--- src/impact_freefall_landing_detector_top_macros.svh ---
// assertion macros shared by the impact and freefall detector rtl
`ifndef IMPACT_FREEFALL_LANDING_DETECTOR_TOP_MACROS_SVH
`define IMPACT_FREEFALL_LANDING_DETECTOR_TOP_MACROS_SVH

// same-cycle implication, disabled during reset
`define IFLD_ASSERT_IMPLIES(lbl, clk, rst, ante, cons, msg) \
   lbl: assert property (@(posedge clk) disable iff (rst) (ante) |-> (cons)) \
      else $error(msg);

// next-cycle implication, disabled during reset
`define IFLD_ASSERT_NEXT(lbl, clk, rst, ante, cons, msg) \
   lbl: assert property (@(posedge clk) disable iff (rst) (ante) |=> (cons)) \
      else $error(msg);

`endif

--- src/ifld_pkg.sv ---
// types and constants for the impact and freefall detector
package ifld_pkg;

   // field widths
   localparam int ACCEL_W = 15;
   localparam int SQ1_W   = 29;
   localparam int MSQ_W   = 30;
   localparam int TIME_W  = 32;
   localparam int THR_W   = 14;
   localparam int THR_SQ_W = 28;
   localparam int HOLD_W  = 16;
   localparam int CNT_W   = 32;
   localparam int LVL_W   = 2;
   localparam int CSR_ADDR_W = 3;
   localparam int CSR_DATA_W = 16;
   localparam int REQ_DATA_W = 80;
   localparam int RSP_DATA_W = 168;

   // timing constants in milliseconds
   localparam logic [TIME_W-1:0] IMPACT_DEBOUNCE_MS = 32'd400;
   localparam logic [TIME_W-1:0] FLIGHT_TIMEOUT_MS  = 32'd3000;

   // register indexes
   localparam logic [CSR_ADDR_W-1:0] CSR_HARD_IMPACT     = 3'd0;
   localparam logic [CSR_ADDR_W-1:0] CSR_MODERATE_IMPACT = 3'd1;
   localparam logic [CSR_ADDR_W-1:0] CSR_LIGHT_IMPACT    = 3'd2;
   localparam logic [CSR_ADDR_W-1:0] CSR_FREEFALL        = 3'd3;
   localparam logic [CSR_ADDR_W-1:0] CSR_FREEFALL_HOLD   = 3'd4;
   localparam logic [CSR_ADDR_W-1:0] CSR_LANDING         = 3'd5;

   // register reset values
   localparam logic [THR_W-1:0]  HARD_IMPACT_RST     = 14'd4000;
   localparam logic [THR_W-1:0]  MODERATE_IMPACT_RST = 14'd2500;
   localparam logic [THR_W-1:0]  LIGHT_IMPACT_RST    = 14'd1500;
   localparam logic [THR_W-1:0]  FREEFALL_RST        = 14'd300;
   localparam logic [HOLD_W-1:0] FREEFALL_HOLD_RST   = 16'd150;
   localparam logic [THR_W-1:0]  LANDING_RST         = 14'd2000;

   // impact levels
   localparam logic [LVL_W-1:0] LVL_NONE     = 2'd0;
   localparam logic [LVL_W-1:0] LVL_LIGHT    = 2'd1;
   localparam logic [LVL_W-1:0] LVL_MODERATE = 2'd2;
   localparam logic [LVL_W-1:0] LVL_HARD     = 2'd3;

   // event codes of a result word
   typedef enum logic [2:0] {
      EV_NONE        = 3'd0,
      EV_LIGHT       = 3'd1,
      EV_MODERATE    = 3'd2,
      EV_HARD        = 3'd3,
      EV_FREEFALL    = 3'd4,
      EV_LAND_SMOOTH = 3'd5,
      EV_LAND_HARD   = 3'd6
   } event_type;

   // fields shared by every word of one sample
   typedef struct packed {
      logic [MSQ_W-1:0]  magnitude_sq;
      logic [TIME_W-1:0] event_time_ms;
      logic              airborne_now;
      logic [LVL_W-1:0]  last_impact_level;
      logic [CNT_W-1:0]  hard_impact_count;
      logic [CNT_W-1:0]  strong_impact_count;
      logic [TIME_W-1:0] flight_time_ms;
   } rsp_rec_type;

endpackage

--- src/impact_freefall_landing_detector_top.sv ---
// impact, freefall and landing detector for three-axis accelerometer samples
// the first result word comes from the result register, after stages s1 to s4
// throughput: one sample per cycle while rsp_tready holds and it yields one result word,
//   two-word samples stall the next; set by the single result register, one word a cycle
// reset: synchronous, clears pipeline valids, flight and impact state and counters,
//   and loads the default thresholds
`include "impact_freefall_landing_detector_top_macros.svh"

module impact_freefall_landing_detector_top import ifld_pkg::*; (
   input  logic                  clock,
   input  logic                  reset,
   // sample channel
   input  logic                  req_tvalid,
   output logic                  req_tready,
   // accel_x[14:0], accel_y[29:15], accel_z[44:30], time_ms[76:45], zero pad
   input  logic [REQ_DATA_W-1:0] req_tdata,
   // sample_valid[0]
   input  logic                  req_tuser,
   // result channel
   output logic                  rsp_tvalid,
   input  logic                  rsp_tready,
   // event_res[2:0], magnitude_sq[32:3], event_time_ms[64:33], airborne_now[65],
   // last_impact_level[67:66], hard_impact_count[99:68],
   // strong_impact_count[131:100], flight_time_ms[163:132], zero pad
   output logic [RSP_DATA_W-1:0] rsp_tdata,
   output logic                  rsp_tlast,
   // threshold registers
   input  logic                  csr_we,
   input  logic [CSR_ADDR_W-1:0] csr_addr,
   input  logic [CSR_DATA_W-1:0] csr_wdata
);

   // threshold registers and their squares
   logic [THR_W-1:0]    hard_thr_ff, mod_thr_ff, light_thr_ff, ff_thr_ff, land_thr_ff;
   logic [HOLD_W-1:0]   hold_ff;
   logic [THR_SQ_W-1:0] hard_sq_ff, mod_sq_ff, light_sq_ff, ff_sq_ff, land_sq_ff;

   // pipeline stages
   logic                     s1_valid_ff, s2_valid_ff, s3_valid_ff, s4_valid_ff;
   logic                     s1_ok_ff, s2_ok_ff, s3_ok_ff, s4_ok_ff;
   logic [TIME_W-1:0]        s1_time_ff, s2_time_ff, s3_time_ff, s4_time_ff;
   logic signed [ACCEL_W-1:0] s1_x_ff, s1_y_ff, s1_z_ff;
   logic signed [2*ACCEL_W-1:0] x_prod, y_prod, z_prod;
   logic [SQ1_W-1:0]         s2_xsq_ff, s2_ysq_ff, s2_zsq_ff;
   logic [MSQ_W-1:0]         s3_msq_ff, s4_msq_ff;
   logic                     s4_ge_hard_ff, s4_ge_mod_ff, s4_ge_light_ff;
   logic                     s4_lt_ff_ff, s4_gt_land_ff;
   logic                     adv1, adv2, adv3, adv4, load_out;

   // detector state
   logic              air_ff, air_in;
   logic [TIME_W-1:0] flight_start_ff, flight_start_in;
   logic              lowg_timing_ff, lowg_timing_in;
   logic [TIME_W-1:0] lowg_start_ff, lowg_start_in;
   logic [TIME_W-1:0] last_imp_ff, last_imp_in;
   logic [LVL_W-1:0]  level_ff, level_in;
   logic [CNT_W-1:0]  hard_cnt_ff, hard_cnt_in;
   logic [CNT_W-1:0]  strong_cnt_ff, strong_cnt_in;
   logic [TIME_W-1:0] airtime_ff, airtime_in;

   // result register
   logic        out_valid_ff, out_sel_ff, out_two_ff, out_two_in;
   event_type   out_ev0_ff, out_ev1_ff, out_ev0_in, out_ev1_in;
   rsp_rec_type out_rec_ff, out_rec_in;
   event_type   cur_ev;

   // decision temporaries
   logic [TIME_W-1:0] imp_gap, lowg_start_eff, lowg_gap, flight_gap;
   logic              has_imp, has_second;
   event_type         imp_ev, second_ev;

   // threshold register writes
   always_ff @(posedge clock) begin
      if (reset) begin
         hard_thr_ff  <= HARD_IMPACT_RST;
         mod_thr_ff   <= MODERATE_IMPACT_RST;
         light_thr_ff <= LIGHT_IMPACT_RST;
         ff_thr_ff    <= FREEFALL_RST;
         hold_ff      <= FREEFALL_HOLD_RST;
         land_thr_ff  <= LANDING_RST;
      end else if (csr_we) begin
         case (csr_addr)
            CSR_HARD_IMPACT:     hard_thr_ff  <= csr_wdata[THR_W-1:0];
            CSR_MODERATE_IMPACT: mod_thr_ff   <= csr_wdata[THR_W-1:0];
            CSR_LIGHT_IMPACT:    light_thr_ff <= csr_wdata[THR_W-1:0];
            CSR_FREEFALL:        ff_thr_ff    <= csr_wdata[THR_W-1:0];
            CSR_FREEFALL_HOLD:   hold_ff      <= csr_wdata[HOLD_W-1:0];
            CSR_LANDING:         land_thr_ff  <= csr_wdata[THR_W-1:0];
            default: ;
         endcase
      end
   end

   // squared thresholds, registered from the threshold registers
   always_ff @(posedge clock) begin
      hard_sq_ff  <= THR_SQ_W'(hard_thr_ff) * THR_SQ_W'(hard_thr_ff);
      mod_sq_ff   <= THR_SQ_W'(mod_thr_ff) * THR_SQ_W'(mod_thr_ff);
      light_sq_ff <= THR_SQ_W'(light_thr_ff) * THR_SQ_W'(light_thr_ff);
      ff_sq_ff    <= THR_SQ_W'(ff_thr_ff) * THR_SQ_W'(ff_thr_ff);
      land_sq_ff  <= THR_SQ_W'(land_thr_ff) * THR_SQ_W'(land_thr_ff);
   end

   // stage advance, bubbles collapse toward the result register
   assign load_out   = s4_valid_ff && (!out_valid_ff || (rsp_tready && rsp_tlast));
   assign adv4       = !s4_valid_ff || load_out;
   assign adv3       = !s3_valid_ff || adv4;
   assign adv2       = !s2_valid_ff || adv3;
   assign adv1       = !s1_valid_ff || adv2;
   assign req_tready = adv1;

   // per-axis squares
   assign x_prod = (2*ACCEL_W)'(s1_x_ff) * (2*ACCEL_W)'(s1_x_ff);
   assign y_prod = (2*ACCEL_W)'(s1_y_ff) * (2*ACCEL_W)'(s1_y_ff);
   assign z_prod = (2*ACCEL_W)'(s1_z_ff) * (2*ACCEL_W)'(s1_z_ff);

   // pipeline valids
   always_ff @(posedge clock) begin
      if (reset) begin
         s1_valid_ff <= 1'b0;
         s2_valid_ff <= 1'b0;
         s3_valid_ff <= 1'b0;
         s4_valid_ff <= 1'b0;
      end else begin
         if (adv1) s1_valid_ff <= req_tvalid;
         if (adv2) s2_valid_ff <= s1_valid_ff;
         if (adv3) s3_valid_ff <= s2_valid_ff;
         if (adv4) s4_valid_ff <= s3_valid_ff;
      end
   end

   // pipeline payload: capture, square, sum, compare
   always_ff @(posedge clock) begin
      if (adv1) begin
         s1_ok_ff   <= req_tuser;
         s1_x_ff    <= req_tdata[14:0];
         s1_y_ff    <= req_tdata[29:15];
         s1_z_ff    <= req_tdata[44:30];
         s1_time_ff <= req_tdata[76:45];
      end
      if (adv2) begin
         s2_ok_ff   <= s1_ok_ff;
         s2_time_ff <= s1_time_ff;
         s2_xsq_ff  <= x_prod[SQ1_W-1:0];
         s2_ysq_ff  <= y_prod[SQ1_W-1:0];
         s2_zsq_ff  <= z_prod[SQ1_W-1:0];
      end
      if (adv3) begin
         s3_ok_ff   <= s2_ok_ff;
         s3_time_ff <= s2_time_ff;
         s3_msq_ff  <= s2_ok_ff ? (MSQ_W'(s2_xsq_ff) + MSQ_W'(s2_ysq_ff) + MSQ_W'(s2_zsq_ff))
                                : '0;
      end
      if (adv4) begin
         s4_ok_ff       <= s3_ok_ff;
         s4_time_ff     <= s3_time_ff;
         s4_msq_ff      <= s3_msq_ff;
         s4_ge_hard_ff  <= s3_msq_ff >= MSQ_W'(hard_sq_ff);
         s4_ge_mod_ff   <= s3_msq_ff >= MSQ_W'(mod_sq_ff);
         s4_ge_light_ff <= s3_msq_ff >= MSQ_W'(light_sq_ff);
         s4_lt_ff_ff    <= s3_msq_ff <  MSQ_W'(ff_sq_ff);
         s4_gt_land_ff  <= s3_msq_ff >  MSQ_W'(land_sq_ff);
      end
   end

   // time gaps, all modulo 2^32
   assign imp_gap        = s4_time_ff - last_imp_ff;
   assign lowg_start_eff = lowg_timing_ff ? lowg_start_ff : s4_time_ff;
   assign lowg_gap       = s4_time_ff - lowg_start_eff;
   assign flight_gap     = s4_time_ff - flight_start_ff;

   // impact, freefall and landing decision, next state
   always_comb begin
      air_in          = air_ff;
      flight_start_in = flight_start_ff;
      lowg_timing_in  = lowg_timing_ff;
      lowg_start_in   = lowg_start_ff;
      last_imp_in     = last_imp_ff;
      level_in        = level_ff;
      hard_cnt_in     = hard_cnt_ff;
      strong_cnt_in   = strong_cnt_ff;
      airtime_in      = airtime_ff;
      has_imp         = 1'b0;
      imp_ev          = EV_NONE;
      has_second      = 1'b0;
      second_ev       = EV_NONE;

      if (s4_ok_ff) begin
         // impact class with debounce, light ignored while airborne
         if (imp_gap >= IMPACT_DEBOUNCE_MS) begin
            if (s4_ge_hard_ff) begin
               has_imp       = 1'b1;
               imp_ev        = EV_HARD;
               level_in      = LVL_HARD;
               last_imp_in   = s4_time_ff;
               strong_cnt_in = strong_cnt_ff + CNT_W'(1);
               hard_cnt_in   = hard_cnt_ff + CNT_W'(1);
            end else if (s4_ge_mod_ff) begin
               has_imp       = 1'b1;
               imp_ev        = EV_MODERATE;
               level_in      = LVL_MODERATE;
               last_imp_in   = s4_time_ff;
               strong_cnt_in = strong_cnt_ff + CNT_W'(1);
            end else if (s4_ge_light_ff && !air_ff) begin
               has_imp     = 1'b1;
               imp_ev      = EV_LIGHT;
               level_in    = LVL_LIGHT;
               last_imp_in = s4_time_ff;
            end
         end
         if (!air_ff) begin
            // low-g timer toward freefall
            if (s4_lt_ff_ff) begin
               if (lowg_gap >= TIME_W'(hold_ff)) begin
                  has_second      = 1'b1;
                  second_ev       = EV_FREEFALL;
                  air_in          = 1'b1;
                  flight_start_in = s4_time_ff;
                  lowg_timing_in  = 1'b0;
               end else begin
                  lowg_timing_in = 1'b1;
                  lowg_start_in  = lowg_start_eff;
               end
            end else begin
               lowg_timing_in = 1'b0;
            end
         end else if (s4_gt_land_ff) begin
            // landing spike
            has_second = 1'b1;
            second_ev  = s4_ge_mod_ff ? EV_LAND_HARD : EV_LAND_SMOOTH;
            air_in     = 1'b0;
            airtime_in = flight_gap;
         end else if (flight_gap > FLIGHT_TIMEOUT_MS) begin
            has_second = 1'b1;
            second_ev  = EV_LAND_SMOOTH;
            air_in     = 1'b0;
            airtime_in = flight_gap;
         end
      end else if (air_ff && (flight_gap > FLIGHT_TIMEOUT_MS)) begin
         // missing sample only ends a flight by timeout
         has_second = 1'b1;
         second_ev  = EV_LAND_SMOOTH;
         air_in     = 1'b0;
      end

      // word order: impact first, then freefall or landing
      out_ev0_in = has_imp ? imp_ev : second_ev;
      out_ev1_in = second_ev;
      out_two_in = has_imp && has_second;

      out_rec_in.magnitude_sq        = s4_msq_ff;
      out_rec_in.event_time_ms       = s4_time_ff;
      out_rec_in.airborne_now        = air_in;
      out_rec_in.last_impact_level   = level_in;
      out_rec_in.hard_impact_count   = hard_cnt_in;
      out_rec_in.strong_impact_count = strong_cnt_in;
      out_rec_in.flight_time_ms      = airtime_in;
   end

   // detector state update
   always_ff @(posedge clock) begin
      if (reset) begin
         air_ff          <= 1'b0;
         flight_start_ff <= '0;
         lowg_timing_ff  <= 1'b0;
         lowg_start_ff   <= '0;
         last_imp_ff     <= '0;
         level_ff        <= LVL_NONE;
         hard_cnt_ff     <= '0;
         strong_cnt_ff   <= '0;
         airtime_ff      <= '0;
      end else if (load_out) begin
         air_ff          <= air_in;
         flight_start_ff <= flight_start_in;
         lowg_timing_ff  <= lowg_timing_in;
         lowg_start_ff   <= lowg_start_in;
         last_imp_ff     <= last_imp_in;
         level_ff        <= level_in;
         hard_cnt_ff     <= hard_cnt_in;
         strong_cnt_ff   <= strong_cnt_in;
         airtime_ff      <= airtime_in;
      end
   end

   // result register control
   always_ff @(posedge clock) begin
      if (reset) begin
         out_valid_ff <= 1'b0;
         out_sel_ff   <= 1'b0;
         out_two_ff   <= 1'b0;
      end else if (load_out) begin
         out_valid_ff <= 1'b1;
         out_sel_ff   <= 1'b0;
         out_two_ff   <= out_two_in;
      end else if (rsp_tvalid && rsp_tready) begin
         if (rsp_tlast) begin
            out_valid_ff <= 1'b0;
            out_sel_ff   <= 1'b0;
         end else begin
            out_sel_ff <= 1'b1;
         end
      end
   end

   // result payload
   always_ff @(posedge clock) begin
      if (load_out) begin
         out_ev0_ff <= out_ev0_in;
         out_ev1_ff <= out_ev1_in;
         out_rec_ff <= out_rec_in;
      end
   end

   // result word
   assign cur_ev     = out_sel_ff ? out_ev1_ff : out_ev0_ff;
   assign rsp_tvalid = out_valid_ff;
   assign rsp_tlast  = !out_two_ff || out_sel_ff;
   assign rsp_tdata  = {4'b0000,
                        out_rec_ff.flight_time_ms,
                        out_rec_ff.strong_impact_count,
                        out_rec_ff.hard_impact_count,
                        out_rec_ff.last_impact_level,
                        out_rec_ff.airborne_now,
                        out_rec_ff.event_time_ms,
                        out_rec_ff.magnitude_sq,
                        cur_ev};

   // checks
   `IFLD_ASSERT_IMPLIES(a_second_word_shape, clock, reset, out_sel_ff,
      out_valid_ff && out_two_ff, "second word shown without a two-word sample")
   `IFLD_ASSERT_IMPLIES(a_second_event_kind, clock, reset, out_valid_ff && out_two_ff,
      (out_ev1_ff == EV_FREEFALL) || (out_ev1_ff == EV_LAND_SMOOTH) ||
      (out_ev1_ff == EV_LAND_HARD), "second word is not a flight event")
   `IFLD_ASSERT_IMPLIES(a_hard_tracks_strong, clock, reset,
      hard_cnt_ff != $past(hard_cnt_ff), strong_cnt_ff != $past(strong_cnt_ff),
      "hard count moved without strong count")
   `IFLD_ASSERT_NEXT(a_first_word_moves_on, clock, reset,
      rsp_tvalid && rsp_tready && !rsp_tlast, out_valid_ff && out_sel_ff,
      "second word lost after first word taken")
   `IFLD_ASSERT_IMPLIES(a_freefall_sets_airborne, clock, reset,
      out_valid_ff && (cur_ev == EV_FREEFALL), out_rec_ff.airborne_now,
      "freefall reported while not airborne")

endmodule

--- config.mk ---
export PLATFORM = sky130hd
export DESIGN_NAME = impact_freefall_landing_detector_top
export DESIGN_NICKNAME = d
export VERILOG_FILES = /design/src/ifld_pkg.sv /design/src/impact_freefall_landing_detector_top.sv
export VERILOG_INCLUDE_DIRS = /design/src /design/src/src
export SDC_FILE = /design/constraint.sdc
export NUM_CORES = 2
export LEC_CHECK = 0
export BUFFER_PORTS_ARGS = -buffer_cell sky130_fd_sc_hd__buf_4
export CAP_MARGIN = 10
export CORE_MARGIN = 1.5
export CORE_UTILIZATION = 37
export DETAILED_ROUTE_END_ITERATION = 10
export GPL_ROUTABILITY_DRIVEN = 0
export MAX_ROUTING_LAYER = met4
export PLACE_DENSITY_LB_ADDON = 0.2
export SLEW_MARGIN = 10
export SYNTH_ARGS = -nofsm -noshare
export SYNTH_HDL_FRONTEND = slang
export SYNTH_SLANG_ARGS = --single-unit
--- constraint.sdc ---
create_clock -name clock -period 8.6 [get_ports clock]
set_input_delay 1.29 -clock clock [delete_from_list [all_inputs] [get_ports clock]]
set_output_delay 1.29 -clock clock [all_outputs]
set_load 0.01 [all_outputs]
# [Yosys cells after proc, flatten, opt, wreduce, memory -nomap -nowiden]
# Cells that the tools add are included.
[classes] add_sub_neg=7 mul=8 n_div=0 n_lt_le_gt_ge=8 eq_ne=5 n_shift=0 mux=58 bitwise_logic=2 reduce_logical=35
[ops] op="$mux 32" n=15
[ops] op="$mul 14x14->28" n=5
[ops] op="$sub 32x32->32" n=3
[ops] op="$ge 30x28->1" n=3
[ops] op="$mul 15x15->29" n=3
[ops] op="$add 32x1->32 const B" n=2
[ops] op="$ge 32x16->1" n=1
[ops] op="$ge 32x9->1 const B" n=1
[ops] op="$gt 32x12->1 const B" n=1
[ops] op="$add 29x29->30" n=1
[ops] op="$add 30x29->30" n=1
[ops] op="$gt 30x28->1" n=1
[ops] op="$lt 30x28->1" n=1
[ops] op="$mux 3" n=9
[ops] op="$mux 1" n=24
[ops] op="$mux 2" n=10
[ops] op="$reduce_and 2->1" n=7
[ops] op="$reduce_and 5->1" n=2
[ops] op="$logic_not 1->1" n=7
[ops] op="$eq 3x2->1 const B" n=2
[ops] op="$eq 3x3->1 const B" n=2
[ops] op="$logic_and 1x1->1" n=6
[ops] op="$logic_or 1x1->1" n=6
[ops] op="$reduce_and 4->1" n=1
[ops] op="other kinds (7)" n=9
[totals] ff_bits=925 latch_bits=0 mem_bits_rw=0 romBits=0 inputBits=105 n_memories=0

# [Depth between registers and ports, before layout]
[depth] word_depth=9 depth_mapped=29 mapped_depth_nobuf=26

# [Worst setup path before layout]
# No wires, ideal clock.
[synth_timing] path_type="input to output" startpoint="input port rsp_tready" endpoint="output port req_tready" arrival_ns=7.234 slack_ns=0.076 cell_stages=3 path_cell_list="a21boi_0 -> nand4_1 -> or2_2"
[synth_between] elab_chain_cells=7
[synth_rtl] item="start: declaration" line_no="impact_freefall_landing_detector_top.sv:21" rtl="input logic rsp_tready,"
[synth_rtl] item="$logic_and 1x1->1" line_no="impact_freefall_landing_detector_top.sv:104" rtl="assign load_out = s4_valid_ff && (!out_valid_ff || (rsp_tready && rsp_tlast));"
[synth_rtl] item="$logic_or 1x1->1" line_no="impact_freefall_landing_detector_top.sv:104"
[synth_rtl] item="$logic_and 1x1->1" line_no="impact_freefall_landing_detector_top.sv:104"
[synth_rtl] item="$logic_or 1x1->1" line_no="impact_freefall_landing_detector_top.sv:105" rtl="assign adv4 = !s4_valid_ff || load_out;"
[synth_rtl] item="$logic_or 1x1->1" line_no="impact_freefall_landing_detector_top.sv:106" rtl="assign adv3 = !s3_valid_ff || adv4;"
[synth_rtl] item="$logic_or 1x1->1" line_no="impact_freefall_landing_detector_top.sv:107" rtl="assign adv2 = !s2_valid_ff || adv3;"
[synth_rtl] item="net adv2" line_no="impact_freefall_landing_detector_top.sv:48" rtl="logic adv1, adv2, adv3, adv4, load_out;"
[synth_rtl] item="$logic_or 1x1->1" line_no="impact_freefall_landing_detector_top.sv:108" rtl="assign adv1 = !s1_valid_ff || adv2;"
[synth_rtl] item="end: declaration" line_no="impact_freefall_landing_detector_top.sv:14" rtl="output logic req_tready,"
# The timed path passes the listed nets, and every way through them passes these cells.

# [Worst setup path in the final report]
[layout_timing] startpoint="register s1_z_ff[9]" endpoint="register s2_zsq_ff[28] (data pin)"
[layout_between] elab_chain_cells=1
[layout_rtl] item="start: declaration" line_no="impact_freefall_landing_detector_top.sv:42" rtl="logic signed [ACCEL_W-1:0] s1_x_ff, s1_y_ff, s1_z_ff;"
[layout_rtl] item="start signal: assignment" line_no="impact_freefall_landing_detector_top.sv:137" rtl="s1_z_ff <= req_tdata[44:30];"
[layout_rtl] item="$mul 15x15->29" line_no="impact_freefall_landing_detector_top.sv:114" rtl="assign z_prod = (2*ACCEL_W)'(s1_z_ff) * (2*ACCEL_W)'(s1_z_ff);"
[layout_rtl] item="net z_prod[28]" line_no="impact_freefall_landing_detector_top.sv:43" rtl="logic signed [2*ACCEL_W-1:0] x_prod, y_prod, z_prod;"
[layout_rtl] item="end signal: assignment" line_no="impact_freefall_landing_detector_top.sv:145" rtl="s2_zsq_ff <= z_prod[SQ1_W-1:0];"
[layout_rtl] item="end: declaration" line_no="impact_freefall_landing_detector_top.sv:44" rtl="logic [SQ1_W-1:0] s2_xsq_ff, s2_ysq_ff, s2_zsq_ff;"
# The timed path passes the listed nets, and every way through them passes these cells.
# A chain may end at the register's enable or synchronous reset.

==> out/results.ini <==
[run_status]
status = complete, no violations

[logic_synthesis]
yosysWarnings = 0
synth_area_per_cell_um2 = 9.71
syn_inst = 9533
synth_top_area_share_pct = 26.0
yosysSeqAreaShare_pct = 25.2
synth.distinct_cells = 91
yosys.area.top_type = fa_1
synth_area_leaders = fa_1, edfxtp_1, ha_1, dfxtp_1, inv_1
synth_edf_count = 493
synth_ff_type = edfxtp_1
syn_area_mm2 = 0.0926
ys_ff_latch = 917
synthArstFlopShare_pct = 0

[place]
hpwlAfterDp_um = 183000
dpl_cell_area_mm2 = 0.0982
portBuffers = 268

[timing]
clock.fmax_ghz = 0.135
clock-skew-final_ns = 0.0696
report.final.slew_viol_count = 0
finalCritPeriodShare_pct = 85.8
relSlewSlack_pct = 21.8
fin_tns_setup_ns = 0
setup_violations = 0
hold_slack_ns = 0.373
grt_setup_unrepaired = false
worstMarginPinSlew_ns = 1.17
fin_crit_ns = 7.38
finalHoldViolCount = 0

[power_and_ir_drop]
finalPower_mw = 33.7
leakage_nw = 49.0
peakVddDrop_v = 0.000391
powerDensity_mw_per_mm2 = 330

[clock_tree]
clockBufferDepth = 3
cts_sinks = 917
cts_tree = done
ctsHtreeMaxLevel = 3
clock_latency_ns = 0.81
cts-root-buf = clkbuf_16
cts_buffers = 112
post_cts_resize_count = 0
cts_setup_buffers = 0
path_clk_slew_ns = 0.06
ctsHoldBuffers = 0

[worst_setup_path]
crit_path_top_delay_cell = edfxtp_1
crit_required_ns = 9.07
cp-start-kind = flop
reg2reg_from = s1_z_ff[9]
crit_chain = inv_1, nor2_1, inv_1, fa_1, fa_1, inv_1, fa_1, inv_1, fa_1, fa_1, fa_1, inv_1, ha_1, a21o_1, a21oi_1, nor2b_1, o41ai_1, a311o_1, a311oi_1, o21a_1, o21a_1, nor4_1, a311oi_1
endpoint_kind = flop
r2r_cells = 23
crit_path_max_fanout = 12
cp.arrival_ns = 7.85
cpPeakStageDelay_ns = 0.74
worstSetupPathType = reg2reg
path_common_cell = fa_1
r2r_slack_ns = 1.22
worst_r2r_endpoint = s2_zsq_ff[28]

[final_layout]
multi_input_area_mm2 = 0.0607
drive_gt1_share_pct = 6.80
syn2layout_area_growth_pct = 10.3
fin_nets = 12000
utilization_pct = 41.0
design_area_mm2 = 0.102
seq_area_mm2 = 0.0233
final_cell_mix = inv_1, fa_1, ha_1
layout_commonest_cell = inv_1
n_fill_cell = 24500

[drt]
dr.pass1.iters = 6
num_vias = 64700
antenna_left = 0
wl_um = 234000
routed_via_density = 4.93
drc = 0
drt_iter0_drc = 3536
post_drt_wl_per_cell_um = 17.9

[die]
die_w_um = 503
initial_core_util_pct = 37.2
die_y_um = 503
die-area_mm2 = 0.253
core_area_mm2 = 0.249
rows = 183
num_io_pins = 276

[job]
drv_cap = 0

[hold_path]
hold_end = s2_time_ff[7]
hp-start = s1_time_ff[7]
hold_class = reg2reg
min_path_cells = 0

[global_routing]
antenna_found_initial = 6
grt_pass1_vias = 67400
grtUsageTotal_pct = 19.4
grt_pass1_wl_um = 374000
grt_overflow_total = 0
grt_max_degree = 132

## synthesized netlist by cell type, types with 12 or more instances
| master | n |
|---|---|
| inv_1 | 2001 |
| fa_1 | 1202 |
| ha_1 | 952 |
| nand2_1 | 839 |
| edfxtp_1 | 493 |
| nor2_1 | 439 |
| a21oi_1 | 438 |
| dfxtp_1 | 424 |
| xnor2_1 | 307 |
| and2_1 | 304 |
| clkbuf_1 | 248 |
| o21ai_0 | 221 |
| a21o_1 | 166 |
| nand3_1 | 166 |
| xor2_1 | 117 |
| nor3_1 | 102 |
| nor2b_1 | 89 |
| mux2i_1 | 85 |
| and3_1 | 69 |
| nand4_1 | 57 |
| nand2b_1 | 56 |
| a211oi_1 | 53 |
| or2_2 | 50 |
| o21a_1 | 48 |
| a31oi_1 | 38 |
| or3_1 | 35 |
| o31ai_1 | 30 |
| nand3b_1 | 27 |
| and4_1 | 26 |
| mux2_2 | 26 |
| nor4_1 | 26 |
| o211ai_1 | 26 |
| a211o_1 | 25 |
| o21bai_1 | 25 |
| buf_2 | 22 |
| a31o_2 | 21 |
| or4_1 | 20 |
| mux2_4 | 18 |
| o2111ai_1 | 17 |
| o41ai_1 | 16 |
| a21boi_0 | 15 |
| buf_1 | 15 |
| a2111oi_0 | 12 |
| nor3b_1 | 12 |
| o31a_1 | 12 |
## how the worst max path moves through the flow
stage / slack [ns] / startpoint / endpoint / cells past startpoint
3_5_place_dp: 1.26 / s1_y_ff[1] / s2_ysq_ff[28] / 24
2_1_floorplan: 0.08 / rsp_tready / req_tready / 3
4_1_cts: 1.18 / s1_z_ff[9] / s2_zsq_ff[27] / 23
6_report: 1.22 / s1_z_ff[9] / s2_zsq_ff[28] / 23
3_3_place_gp: 1.24 / s1_y_ff[1] / s2_ysq_ff[28] / 24
5_1_grt: 0.75 / s1_z_ff[9] / s2_zsq_ff[28] / 23
## worst max-delay path: cells and delay by family (launching register included)
family	cells	cell delay, ns
and+or+nand+nor	3	0.62
adders and majority gates	7	3.12
buffers and inverters	5	0.55
AOI/OAI and AO/OA	8	2.02
DFF	1	0.74
## routing by layer
metal / GRT usage (%) / vias to the layer above / share of wire, %
met5: - / - / 0
met4: 5.45 / 0 / 2.8
met3: 1.88 / 293 / 3.8
met2: 32.3 / 1167 / 49
met1: 25.0 / 32200 / 45
li1: - / 31000 / -
## state kept, by name (all words and copies together) (netlist names), 16 cells and up
name,count
land_sq_ff,27
s2_ysq_ff,28
strong_cnt_ff,32
s1_time_ff,32
last_imp_ff,32
s3_time_ff,32
mod_sq_ff,27
hard_sq_ff,27
flight_start_ff,32
hard_cnt_ff,32
ff_sq_ff,27
airtime_ff,32
s3_msq_ff,30
hold_ff,16
lowg_start_ff,32
light_sq_ff,27
s4_msq_ff,30
s2_zsq_ff,28
s2_xsq_ff,28
s2_time_ff,32
s4_time_ff,32
rsp_tdata,161
## layout make-up
class,count,area share (%)
diodes,5,0.0123
clock buffers,133,2.89
clock inverters,80,0.883
inverters,2002,7.37
multi-input cells,6326,59.4
flip-flops and latches,917,22.8
well taps,3330,4.08
repair buffers,336,2.50
## per-stage QoR
step                setup WS [ns]  std cells
finish                       1.22      13100
global route                0.752      13100
CTS                          1.18      13100
detailed placement           1.26      12900
global placement             1.24      12900
floorplan                  0.0762       9539
## power breakdown
group          switching [mW]  internal, mW
registers               0.636          6.18
logic                    12.4          9.61
clock network            2.10          2.83
## cells by family (layout without fill, tap and decap cells)
kind of cell | after synthesis | in the layout | synth area share, %
and+or+nand+nor | 2349 | 2349 | 12.3
buffers and inverters | 2296 | 2551 | 9.39
adders and majority gates | 2154 | 2154 | 38.9
AOI/OAI and AO/OA | 1263 | 1263 | 8.74
DFF | 917 | 917 | 25.2
xor gates and xnor gates | 424 | 424 | 4.01
muxes | 129 | 129 | 1.53
other | 1 | 12 | 0.00405
(Power assumes the default switching activity.)
